===== src/design/i2crr_pkg.sv =====
// ----------------------------------------------------------------------------
// i2crr_pkg
// Shared types and widths for the I2C register-read master.
// ----------------------------------------------------------------------------
package i2crr_pkg;

  localparam int unsigned DEV_W  = 7;
  localparam int unsigned REG_W  = 16;
  localparam int unsigned BYTE_W = 8;

  // one quarter-bit tick with an optional read request
  typedef struct packed {
    logic              action;
    logic [DEV_W-1:0]  device_address;
    logic [REG_W-1:0]  register_address;
    logic              wide_register;
    logic              sda_sense;
  } item_t;

  // bus drive and status after one tick
  typedef struct packed {
    logic              scl_release;
    logic              sda_release;
    logic              busy_res;
    logic              done_res;
    logic              nacked;
    logic [BYTE_W-1:0] read_byte;
  } res_t;

endpackage


===== src/design/i2crr_core.sv =====
// ----------------------------------------------------------------------------
// i2crr_core
// Bus sequencer: advances the start / address / register / read / stop
// sequence by one quarter-bit on each fired item and forms its result.
// ----------------------------------------------------------------------------
module i2crr_core (
  input  logic           clk_i,
  input  logic           rst_ni,
  input  logic           fire_i,
  input  i2crr_pkg::item_t item_i,
  output i2crr_pkg::res_t  res_o
);

  typedef enum logic [3:0] {
    K_IDLE  = 4'd0,
    K_START = 4'd1,
    K_WRITE = 4'd2,
    K_ACK   = 4'd3,
    K_READ  = 4'd4,
    K_NACK  = 4'd5,
    K_STOP  = 4'd6
  } kind_e;

  kind_e                            kind_q, kind_d;
  logic [1:0]                       qtr_q, qtr_d;
  logic [3:0]                       cnt_q, cnt_d;
  logic [i2crr_pkg::BYTE_W-1:0]     shreg_q, shreg_d;
  logic [2:0]                       stage_q, stage_d;
  logic [i2crr_pkg::DEV_W-1:0]      dev_q, dev_d;
  logic [i2crr_pkg::REG_W-1:0]      radr_q, radr_d;
  logic                             wide_q, wide_d;
  logic                             scl_q, scl_d;
  logic                             sda_q, sda_d;
  logic                             err_q, err_d;
  logic                             done;
  logic [i2crr_pkg::BYTE_W-1:0]     rb;

  always_comb begin
    kind_d  = kind_q;
    qtr_d   = qtr_q;
    cnt_d   = cnt_q;
    shreg_d = shreg_q;
    stage_d = stage_q;
    dev_d   = dev_q;
    radr_d  = radr_q;
    wide_d  = wide_q;
    scl_d   = scl_q;
    sda_d   = sda_q;
    err_d   = err_q;
    done    = 1'b0;
    rb      = '0;

    // request latches and runs the first start quarter on the same tick
    if (kind_q == K_IDLE && item_i.action) begin
      dev_d   = item_i.device_address;
      radr_d  = item_i.register_address;
      wide_d  = item_i.wide_register;
      err_d   = 1'b0;
      stage_d = 3'd0;
      shreg_d = {item_i.device_address, 1'b0};
      cnt_d   = '0;
      kind_d  = K_START;
      qtr_d   = 2'd0;
    end

    unique case (kind_d)
      K_IDLE: begin
        qtr_d = 2'd0;
        scl_d = 1'b1;
        sda_d = 1'b1;
      end
      K_START: begin
        unique case (qtr_d)
          2'd0: sda_d = 1'b1;
          2'd1: scl_d = 1'b1;
          2'd2: sda_d = 1'b0;
          2'd3: scl_d = 1'b0;
        endcase
        if (qtr_d == 2'd3) begin
          kind_d = K_WRITE;
          qtr_d  = 2'd0;
        end else begin
          qtr_d = qtr_d + 2'd1;
        end
      end
      K_WRITE: begin
        if (qtr_d == 2'd0) sda_d = shreg_d[i2crr_pkg::BYTE_W-1];
        if (qtr_d == 2'd1) scl_d = 1'b1;
        if (qtr_d == 2'd3) begin
          scl_d   = 1'b0;
          shreg_d = {shreg_d[i2crr_pkg::BYTE_W-2:0], 1'b0};
          cnt_d   = cnt_d + 4'd1;
          kind_d  = (cnt_d >= 4'd8) ? K_ACK : K_WRITE;
          qtr_d   = 2'd0;
        end else begin
          qtr_d = qtr_d + 2'd1;
        end
      end
      K_ACK: begin
        if (qtr_d == 2'd0) sda_d = 1'b1;
        if (qtr_d == 2'd1) scl_d = 1'b1;
        if (qtr_d == 2'd2 && item_i.sda_sense) err_d = 1'b1;
        if (qtr_d == 2'd3) begin
          scl_d = 1'b0;
          qtr_d = 2'd0;
          cnt_d = '0;
          if (err_d) begin
            kind_d = K_STOP;
          end else begin
            unique case (stage_d)
              3'd0: begin
                kind_d  = K_WRITE;
                stage_d = wide_d ? 3'd1 : 3'd2;
                shreg_d = wide_d ? radr_d[15:8] : radr_d[7:0];
              end
              3'd1: begin
                kind_d  = K_WRITE;
                stage_d = 3'd2;
                shreg_d = radr_d[7:0];
              end
              3'd2: begin
                kind_d  = K_START;
                stage_d = 3'd3;
                shreg_d = {dev_d, 1'b1};
              end
              3'd3: begin
                kind_d  = K_READ;
                stage_d = 3'd4;
                shreg_d = '0;
              end
              default: begin
                err_d  = 1'b1;
                kind_d = K_STOP;
              end
            endcase
          end
        end else begin
          qtr_d = qtr_d + 2'd1;
        end
      end
      K_READ: begin
        if (qtr_d == 2'd0) sda_d = 1'b1;
        if (qtr_d == 2'd1) scl_d = 1'b1;
        if (qtr_d == 2'd2) shreg_d = {shreg_d[i2crr_pkg::BYTE_W-2:0], item_i.sda_sense};
        if (qtr_d == 2'd3) begin
          scl_d  = 1'b0;
          cnt_d  = cnt_d + 4'd1;
          kind_d = (cnt_d >= 4'd8) ? K_NACK : K_READ;
          qtr_d  = 2'd0;
        end else begin
          qtr_d = qtr_d + 2'd1;
        end
      end
      K_NACK: begin
        if (qtr_d == 2'd0) sda_d = 1'b1;
        if (qtr_d == 2'd1) scl_d = 1'b1;
        if (qtr_d == 2'd3) begin
          scl_d  = 1'b0;
          kind_d = K_STOP;
          qtr_d  = 2'd0;
        end else begin
          qtr_d = qtr_d + 2'd1;
        end
      end
      K_STOP: begin
        if (qtr_d == 2'd0) begin
          sda_d = 1'b0;
          qtr_d = 2'd1;
        end else if (qtr_d == 2'd1) begin
          scl_d = 1'b1;
          qtr_d = 2'd2;
        end else begin
          sda_d  = 1'b1;
          scl_d  = 1'b1;
          done   = 1'b1;
          rb     = err_d ? '0 : shreg_d;
          kind_d = K_IDLE;
          qtr_d  = 2'd0;
        end
      end
      default: begin
        kind_d = K_STOP;
        qtr_d  = 2'd0;
      end
    endcase
  end

  always_comb begin
    res_o.scl_release = scl_d;
    res_o.sda_release = sda_d;
    res_o.busy_res    = (kind_d != K_IDLE);
    res_o.done_res    = done;
    res_o.nacked      = done & err_d;
    res_o.read_byte   = rb;
  end

  always_ff @(posedge clk_i or negedge rst_ni) begin
    if (!rst_ni) begin
      kind_q  <= K_IDLE;
      qtr_q   <= 2'd0;
      cnt_q   <= '0;
      shreg_q <= '0;
      stage_q <= '0;
      dev_q   <= '0;
      radr_q  <= '0;
      wide_q  <= 1'b0;
      scl_q   <= 1'b1;
      sda_q   <= 1'b1;
      err_q   <= 1'b0;
    end else if (fire_i) begin
      kind_q  <= kind_d;
      qtr_q   <= qtr_d;
      cnt_q   <= cnt_d;
      shreg_q <= shreg_d;
      stage_q <= stage_d;
      dev_q   <= dev_d;
      radr_q  <= radr_d;
      wide_q  <= wide_d;
      scl_q   <= scl_d;
      sda_q   <= sda_d;
      err_q   <= err_d;
    end
  end

endmodule


===== src/design/i2c_master_register_read_top.sv =====
// Path: an accepted item goes through the input register, then the result register;
//   it waits in the input register while the output stalls.
// Throughput: one item per cycle while the output does not stall; the sequencer steps once per item.
// Reset: rst_ni low clears the sequencer to idle with SCL and SDA
//   released and empties both registers.
// ----------------------------------------------------------------------------
// i2c_master_register_read_top
// I2C master reading one device register, one quarter-bit tick per item.
// ----------------------------------------------------------------------------
module i2c_master_register_read_top (
  input  logic                           clk_i,
  input  logic                           rst_ni,
  input  logic                           in_valid_i,
  output logic                           in_stall_o,
  input  logic                           action_i,
  input  logic [i2crr_pkg::DEV_W-1:0]    device_address_i,
  input  logic [i2crr_pkg::REG_W-1:0]    register_address_i,
  input  logic                           wide_register_i,
  input  logic                           sda_sense_i,
  output logic                           out_valid_o,
  input  logic                           out_stall_i,
  output logic                           scl_release_o,
  output logic                           sda_release_o,
  output logic                           busy_res_o,
  output logic                           done_res_o,
  output logic                           nacked_o,
  output logic [i2crr_pkg::BYTE_W-1:0]   read_byte_o
);

  i2crr_pkg::item_t item_q;
  logic             in_vld_q;
  i2crr_pkg::res_t  res, res_q;
  logic             out_vld_q;
  logic             fire;
  logic             accept;

  // item in the input register steps the sequencer when the result slot frees
  assign fire       = in_vld_q & (~out_vld_q | ~out_stall_i);
  assign in_stall_o = in_vld_q & ~fire;
  assign accept     = in_valid_i & ~in_stall_o;

  always_ff @(posedge clk_i or negedge rst_ni) begin
    if (!rst_ni) begin
      in_vld_q <= 1'b0;
    end else if (accept) begin
      in_vld_q <= 1'b1;
    end else if (fire) begin
      in_vld_q <= 1'b0;
    end
  end

  always_ff @(posedge clk_i) begin
    if (accept) begin
      item_q.action           <= action_i;
      item_q.device_address   <= device_address_i;
      item_q.register_address <= register_address_i;
      item_q.wide_register    <= wide_register_i;
      item_q.sda_sense        <= sda_sense_i;
    end
  end

  i2crr_core u_core (
    .clk_i  (clk_i),
    .rst_ni (rst_ni),
    .fire_i (fire),
    .item_i (item_q),
    .res_o  (res)
  );

  always_ff @(posedge clk_i or negedge rst_ni) begin
    if (!rst_ni) begin
      out_vld_q <= 1'b0;
    end else if (fire) begin
      out_vld_q <= 1'b1;
    end else if (!out_stall_i) begin
      out_vld_q <= 1'b0;
    end
  end

  always_ff @(posedge clk_i) begin
    if (fire) begin
      res_q <= res;
    end
  end

  assign out_valid_o   = out_vld_q;
  assign scl_release_o = res_q.scl_release;
  assign sda_release_o = res_q.sda_release;
  assign busy_res_o    = res_q.busy_res;
  assign done_res_o    = res_q.done_res;
  assign nacked_o      = res_q.nacked;
  assign read_byte_o   = res_q.read_byte;

endmodule


===== config.mk =====
export PLATFORM = sky130hd
export DESIGN_NAME = i2c_master_register_read_top
export DESIGN_NICKNAME = d
export VERILOG_FILES = /design/src/design/i2crr_pkg.sv /design/src/design/i2crr_core.sv /design/src/design/i2c_master_register_read_top.sv
export SDC_FILE = /design/constraint.sdc
export NUM_CORES = 1
export LEC_CHECK = 0
export BUFFER_PORTS_ARGS = -buffer_cell sky130_fd_sc_hd__clkbuf_2
export CORE_UTILIZATION = 40
export DETAILED_ROUTE_END_ITERATION = 8
export PLACE_DENSITY_LB_ADDON = 0.25
export RECOVER_POWER = 50
export SYNTH_ARGS = -nofsm -noshare
export SYNTH_HDL_FRONTEND = slang
export SYNTH_SLANG_ARGS = --single-unit

===== constraint.sdc =====
create_clock -name clk_i -period 3.3 [get_ports clk_i]
set_input_delay 0.66 -clock clk_i [delete_from_list [all_inputs] [get_ports clk_i]]
set_output_delay 0.66 -clock clk_i [all_outputs]
set_load 0.01 [all_outputs]

Word level (Yosys, flattened, before mapping)

Cells that the tools add are included.

Bits in registers: 89
Bits in latches: 0
Bits in writable memories: 0
Bits in read-only memories: 0
Input port bits: 30
Output and inout port bits: 15
Word-level logic and storage cells: 129
Memories: 0

$add $sub $neg: 2
Multipliers: 0
Divide/modulo/power cells: 0
Order comparisons: 1
Equality and inequality tests: 13
Shift-type cells: 0
Multiplexer cells: 64
Bitwise logic cells: 10
Reduce and logical (&&, ||, !) cells: 15

Operators with widths:

| cell                                           | count |
|---|---|
| two-way mux 4 bit                              | 12 |
| two-way mux 8 bit                              | 6 |
| one-hot mux 8 bit (4 select lines)             | 1 |
| one-hot mux 4 bit (7 select lines)             | 1 |
| two-way mux 1 bit                              | 24 |
| one-hot mux 8 bit (3 select lines)             | 1 |
| two-way mux 16 bit                             | 1 |
| == test 4 x 3 -> 1 bit (second input constant) | 3 |
| two-way mux 3 bit                              | 4 |
| one-hot mux 3 bit (4 select lines)             | 1 |
| OR reduction 4 bit                             | 3 |
| two-way mux 2 bit                              | 5 |
| one-hot mux 3 bit (3 select lines)             | 1 |
| == test 4 x 2 -> 1 bit (second input constant) | 2 |
| logical NOT 4 bit                              | 2 |
| one-hot mux 4 bit (2 select lines)             | 1 |
| two-way mux 7 bit                              | 1 |
| == test 3 x 2 -> 1 bit (second input constant) | 2 |
| inverter 1 bit                                 | 5 |
| one-hot mux 1 bit (5 select lines)             | 1 |
| OR reduction 5 bit                             | 1 |
| adder 4 x 1 -> 4 bit (second input constant)   | 1 |
| bitwise AND 1 bit                              | 4 |
| == test 2 bit (second input constant)          | 2 |
| other kinds (17)                               | 20 |

Depth between registers and ports, before layout

Gate-level depths: netlist (run 1).

Depth in word-level cells: 11
Mapped depth: 14
Depth with buffers taken out: 11

Hierarchy

From an unflattened synthesis (run 1), not the netlist that was laid out.

Cell total of the unflattened synthesis: 413
Area total of the unflattened synthesis: 4561.9 um^2

By module, submodules not included:

| module                       | times used | cells an instance | area each (um^2) | sequential area each (um^2) |
|---|---|---|---|---|
| i2crr_core                   | 1          | 366               | 3298.2           | 1203.7 |
| i2c_master_register_read_top | 1          | 47                | 1263.7           | 1221.2 |

Worst setup path before layout (run 1)

OpenSTA, ideal clock, no wires.

Path kind: register to register
Start: reg u_core.kind_q[3]
End: reg u_core.cnt_q[0]
Setup time: 0.121 ns
Arrival: 2.800 ns
Required time: 3.179 ns
Setup slack: 0.379 ns
Stages on the path, launching flop included: 15
Path buffers: 3
Period minus slack after synthesis: 2.921 ns
Cell sequence: dfrtp_1 -> buf_2 -> nor4_4 -> nand2_2 -> clkbuf_1 -> nand2_1 -> inv_1 -> ha_1 -> clkbuf_1 -> inv_1 -> ha_1 -> inv_1 -> a22o_1 -> or3_1 -> a22o_1

Word-level cells in the longest chain between the ends: 6
Elaborated cells on any way between the ends: 14
Those cells by class: add/sub: 1; eq/ne: 4; mux: 6; reduce/logical: 3

RTL lines:

| what                                                   | RTL line                            | source |
|---|---|---|
| start, declared                                        | i2crr_core.sv:24                    | `kind_e kind_q, kind_d;` |
| start signal, assigned                                 | i2crr_core.sv:211                   | `kind_q <= kind_d;` |
| logical NOT 4 bit                                      | i2crr_core.sv:54                    | `if (kind_q == K_IDLE && item_i.action) begin` |
| logical AND 1 bit                                      | i2crr_core.sv:54                    |  |
| two-way mux 4 bit or two-way mux 2 bit (tied branches) | i2crr_core.sv:54                    |  |
| adder 4 x 1 -> 4 bit, or another cell as far along     | i2crr_core.sv:92, i2crr_core.sv:147 |  |
| two-way mux 4 bit, or another cell as far along        | i2crr_core.sv:89, i2crr_core.sv:145 |  |
| one-hot mux 4 bit (2 select lines) *                   | i2crr_core.sv:66                    | `unique case (kind_d)` |
| end signal, assigned                                   | i2crr_core.sv:213                   | `cnt_q <= cnt_d;` |
| end, declared                                          | i2crr_core.sv:26                    | `logic [3:0] cnt_q, cnt_d;` |

Mark *: on every way between the ends. The rest lies on a longest branch, timed or not.
A chain may end at the register's enable or synchronous reset.

Worst setup path in the final report (run 1)

Start: reg u_core.kind_q[2]
End: reg u_core.cnt_q[0]

The elaborated chain is that of the path after synthesis.

==> flow_summary.toml, run 1 <==
[status]
violations = "max-capacitance violations, max-slew violations"
outcome = "complete, but fails checks"

[timing]
setup_viol = 0
finalSetupTns_ps = 0
hold_viol = 0
slew_violations = 38
max_slew_margin_pct = -39.1
fin_crit_sh_pct = 83.5
max_clock_freq_mhz = 363
whs_ps = 463
tightest_slew_ps = 2090
period_needed_ps = 2750
rsz0062_at_grt = "no"
skew_ps = 14.1

[pwr]
power.share.clock_pct = 18.6
p_int_mw = 2.46
netSwitchingFraction_pct = 38.7
p_seq_share_pct = 42.2
power_density_mw_per_mm2 = 793
p_leak_nw = 2.07
power.total_mw = 4.02
combPwrFrac_pct = 39.2
p_sw_mw = 1.55
ir_worst_vdd_mv = 0.322

[worst_setup_path]
critPathRequiredTime_ps = 3550
worstPathMaxFanout = 17
critPathLaunchType = "flop"
critPathKind = "reg -> reg"
r2r-start = "u_core.kind_q[2]$_DFFE_PN0P_"
cp-end-kind = "flop"
regToRegEndpoint = "u_core.cnt_q[0]$_DFFE_PN0P_"
ff2ff_path_depth = 13
critPathArrivalTime_ps = 3000
ff2ff_setup_slack_ps = 550

[floorplanning]
core_area_mm2 = 0.0109
dieArea_mm2 = 0.0117
ios = 45
rows = 38
die_y_um = 108
die_w_um = 108
start_util_pct = 41.4

[placed_design]
placed_area_mm2 = 0.00488
hpwl_um = 6880
place.gp.congestion = 0.865
placement.io_buffers = 44

[final_layout]
fin_area_mm2 = 0.00506
drive_gt1_share_pct = 20.4
final_nets = 482
syn_to_final_growth_pct = 12.3
most-common-layout-cells = "dfrtp_1 (48), clkbuf_2 (43), edfxtp_1 (39)"
fillers = 1039
multi_input_area_mm2 = 0.00188
antennaDiodeCount = 0
ff_latch_area_mm2 = 0.00242
layout_commonest_cell = "dfrtp_1"

[cts]
cts-root-buf = "clkbuf_8"
cts.reportedPaths.clkPinSlew_ps = 100
cts_setup_buffers = 0
insertion_delay_ps = 360
cts_tree = "built"
ctsHoldBuffers = 0
cts_resized = 0
cts_buffer_depth = 2
cts_num_sinks = 89
cts_made_buffers = 9
h-tree-depth = 3

[global_route]
grt_first_pass_wirelength_um = 16900
grt_usage_pct = 18.8
grt_pass1_vias = 3327
antenna_found_initial = 0
grt_overflow_total = 0
grt_start_max_net_pins = 38

[synth]
synth_nets = 436
ys_warn_count = 0
synth_top_area_cell = "dfrtp_1"
ys.flop_type = "dfrtp_1"
yosysTopAreaCellShare_pct = 26.7
ys_async_sr_fraction_pct = 56.2
ys_ff_latch = 89
synth-edff-count = 39
syn_inst = 400
ys_types = 72
synth_area_per_cell_um2 = 11.3
syn_area_mm2 = 0.00451
yosysSeqAreaShare_pct = 53.8
synth_top_cells_by_area = "dfrtp_1 (27%), edfxtp_1 (26%), mux2_1 (4.7%), a21oi_1 (2.7%), nand2_1 (2.6%)"

[detailed_routing]
wl_per_cell_um = 16.7
final_antenna_net_count = 0
routed_wl_um = 9900
first_pass_iters = 5
vias_per_cell = 5.71
drc = 0
vias = 3372
drt-initial-drc-count = 208

[flow_run]
drv_cap = 1

[worst_hold_path]
holdCritStartpoint = "register_address_i[1]"
hold_end = "item_q[3]$_DFFE_PP_"
hp-class = "in -> reg"
min_path_cells = 1
-- area by class of cell --
class	instances	share of cell area [%]
Tap cell	140	3.46
Clock buffer	9	2.45
Sequential cell	89	47.9
Timing Repair Buffer	61	6.40
Multi-Input combinational cell	271	37.1
Clock inverter	7	1.61
Inverter	14	1.04
-- registers in the layout, summed over array words and instances, names as in the netlist, 2 cells and up --
| register | cells |
|---|---|
| item_q | 26 |
| u_core.radr_q | 16 |
| u_core.kind_q | 4 |
| u_core.stage_q | 3 |
| read_byte_o | 8 |
| u_core.dev_q | 7 |
| u_core.cnt_q | 4 |
| u_core.qtr_q | 2 |
| u_core.shreg_q | 8 |
-- layer usage --
metal | track usage [%] | part of all wire (%) | wire, µm | up-vias
met2 | 28.8 | 46 | 4560 | 114
met4 | 6.36 | 1.3 | 130 | 0
met3 | 4.46 | 5.4 | 537 | 11
li1 | - | - | - | 1592
met1 | 26.1 | 47 | 4670 | 1655
met5 | 0 | 0 | 0 | -
-- per-stage QoR --
stage | util (%) | std cells | worst slack, ps
floorplan | - | 400 | 379
global placement | 44.8 | 575 | 659
detailed placement | 44.8 | 575 | 567
CTS | 46.7 | 591 | 538
global route | 46.5 | 591 | 356
finish | 46.5 | 591 | 545
-- logic make-up after synthesis --
kind of cell	share of synthesized area (%)
compound gates	17.2
xor+xnor	0.389
fa+ha+maj	1.67
buf+inv	4.50
flops	53.8
mux	6.47
simple gates	15.9
-- cell usage after synthesis (7+ instances only) --
library cell  count
dfrtp_1          48
edfxtp_1         39
nand2_1          31
nor2_1           27
a21oi_1          24
mux2_1           19
inv_1            14
clkbuf_1         13
o21ai_0          11
o21ai_1           9
nor2b_1           8
nand2b_1          7
nand3b_1          7
-- power by group through the flow --
stage	logic, mW	registers, mW	clock network, mW
6_report	1.58	1.69	0.747
3_3_place_gp	1.53	1.71	0
4_1_cts	1.58	1.69	0.776
3_5_place_dp	1.57	1.71	0
2_1_floorplan	1.25	1.63	0
5_1_grt	1.76	1.74	0.818
-- worst max-delay path: stages (launching register included) --
cell and delay [ps]:
dfrtp_1 410, nor4_4 320, nand2_2 90, buf_4 210, nand2_1 140, inv_1 70
ha_1 220, buf_4 180, inv_1 100, ha_1 140, inv_1 40, a22o_1 210
or3_1 340, a22o_1 190
-- worst max-delay path by stage --
stage,startpoint,to,depth (start not counted)
after detailed placement,u_core.kind_q[2]$_DFFE_PN0P_,u_core.cnt_q[0]$_DFFE_PN0P_,13
final,u_core.kind_q[2]$_DFFE_PN0P_,u_core.cnt_q[0]$_DFFE_PN0P_,13
after global placement,u_core.kind_q[2]$_DFFE_PN0P_,u_core.cnt_q[0]$_DFFE_PN0P_,13
after floorplan,u_core.kind_q[3]$_DFFE_PN0P_,u_core.cnt_q[0]$_DFFE_PN0P_,14
after CTS,u_core.kind_q[3]$_DFFE_PN0P_,u_core.cnt_q[0]$_DFFE_PN0P_,13
after global routing,u_core.kind_q[3]$_DFFE_PN0P_,u_core.cnt_q[0]$_DFFE_PN0P_,13
(Power assumes the default switching activity.)
==> run 2, diff against run 1 <==
clock period = 2.8 ns   (was 3.3 ns; I/O delays follow)
==> run 2 against run 1 <==
Net effect:
- the flow now finishes without violations
- sequential share of layout area fell by 0.42 points
- combinational power grew 22%
- cell count rose by 0.51%
- first-iteration DRC count fell by 12%
- via count down 1.1%
- global-route usage increased by 0.059 points
==> flow_summary.toml, run 2 (synthesis gave the netlist of run 1 again) <==
[worst_setup_path]
critPathLaunchType = "flop"
cp-end-kind = "flop"
ff2ff_setup_slack_ps = 140
ff2ff_path_depth = 10
critPathKind = "reg -> reg"
worstSetupEndpoint = "busy_res_o$_DFFE_PP_"
critPathRequiredTime_ps = 2900
worstPathMaxFanout = 6
startpoint = "u_core.kind_q[3]$_DFFE_PN0P_"
critPathArrivalTime_ps = 2760
r2r-start = "u_core.kind_q[3]$_DFFE_PN0P_"
regToRegEndpoint = "busy_res_o$_DFFE_PP_"

[floorplanning]
core_area_mm2 = 0.0109
die_w_um = 108
dieArea_mm2 = 0.0117
start_util_pct = 41.4
ios = 45
rows = 38
die_y_um = 108

[final_layout]
fin_area_mm2 = 0.00511
fillers = 1010
reg.largest.list = "item_q: 26 flops, u_core.radr_q: 16 flops"
top_register = "item_q"
final_nets = 485
layout_commonest_cell = "dfrtp_1"
syn_to_final_growth_pct = 13.3
largest_reg_flops = 26
most-common-layout-cells = "dfrtp_1 (48), clkbuf_2 (43), edfxtp_1 (39)"
drive_gt1_share_pct = 22.5
antennaDiodeCount = 0

[detailed_routing]
routed_wl_um = 10200
wl_per_cell_um = 17.1
drt-initial-drc-count = 183
final_antenna_net_count = 0
drc = 0
vias = 3334
first_pass_iters = 5
vias_per_cell = 5.61

[timing]
finalSetupTns_ps = 0
finalWorstSetupSlack_ps = 141
period_needed_ps = 2660
hold_viol = 0
rsz0062_at_grt = "no"
max_slew_margin_pct = 6.32
max_clock_freq_mhz = 376
skew_ps = 9.43
tightest_slew_ps = 1410
fin_crit_sh_pct = 95.0
slew_violations = 0
setup_viol = 0

[cts]
ctsHoldBuffers = 0
h-tree-depth = 3
cts_tree = "built"
cts_made_buffers = 9
cts-root-buf = "clkbuf_8"
cts.reportedPaths.clkPinSlew_ps = 90
insertion_delay_ps = 370
cts_num_sinks = 89
cts_buffer_depth = 2

[global_route]
grt_start_max_net_pins = 27
antenna_found_initial = 0
grt_overflow_total = 0
grt_usage_pct = 18.8
grt_first_pass_wirelength_um = 16700
grt_pass1_vias = 3252

[status]
outcome = "finished clean"

[pwr]
p_leak_nw = 2.08
ir_worst_vdd_mv = 0.438
power_density_mw_per_mm2 = 947

[worst_hold_path]
hp-class = "in -> async"

[placed_design]
place.gp.congestion = 0.902
dp_slack_ps = 148
placement.io_buffers = 44
hpwl_um = 7280
placed_area_mm2 = 0.00491

[flow_run]
drv_cap = 0
## run 2: routing by layer
| layer | part of all wire, % | track usage (%) | wire (µm) | vias up |
|---|---|---|---|---|
| met5 | 0 | 0 | 0 | - |
| met4 | 1.6 | 6.07 | 160 | 0 |
| met3 | 4.4 | 4.88 | 450 | 13 |
| met2 | 49 | 30.8 | 5010 | 93 |
| met1 | 45 | 24.3 | 4550 | 1633 |
| li1 | - | - | - | 1595 |
## run 2: cell type report
| cell class | instances | area (µm²) | area share, % |
|---|---|---|---|
| clock buffer | 10 | 128 | 2.50 |
| clock inverter | 6 | 73.8 | 1.45 |
| inverter | 14 | 52.6 | 1.03 |
| multi-input combinational | 271 | 1900 | 37.2 |
| sequential | 89 | 2420 | 47.5 |
| tap | 140 | 175 | 3.43 |
| timing repair buffer | 64 | 354 | 6.93 |
## run 2: worst max-delay path: stages (launching register included)
cell	delay, ps
dfrtp_1	420
nor4_4	330
nand2_2	140
nand2_2	130
inv_1	80
ha_2	210
or4b_2	660
nand3_1	100
o211ai_1	110
a21oi_2	140
nand3_1	80
## run 2: repair_timing
action	in CTS	in global routing
buffers inserted	0	1
endpoints found under the setup margin	0	3
resized for setup	0	1
## run 2: power breakdown
group	internal, mW	switching [mW]
Combinational	0.841	1.08
Sequential	1.74	0.260
Clock	0.423	0.486
## run 2: worst min-delay path by stage
stage	to	slack (ps)	cells after the start
floorplan	in_vld_q$_DFFE_PN0P_	260	0
global placement	u_core.radr_q[8]$_DFFE_PN0P_	440	1
detailed placement	u_core.radr_q[11]$_DFFE_PN0P_	450	1
CTS	in_vld_q$_DFFE_PN0P_	130	1
global route	item_q[22]$_DFFE_PP_	330	1
finish	u_core.dev_q[5]$_DFFE_PN0P_	310	1
## run 2: through the flow
| step | util [%] | std cells | hold WS (ps) | power, mW |
|---|---|---|---|---|
| 6_report | 46.9 | 594 | 305 | 4.84 |
| 5_1_grt | 46.9 | 594 | 331 | 5.15 |
| 4_1_cts | 46.9 | 593 | 128 | 4.85 |
| 3_5_place_dp | 45.1 | 577 | 448 | 3.93 |
| 3_3_place_gp | 45.1 | 577 | 439 | 3.88 |
| 2_1_floorplan | - | 400 | 264 | 3.43 |
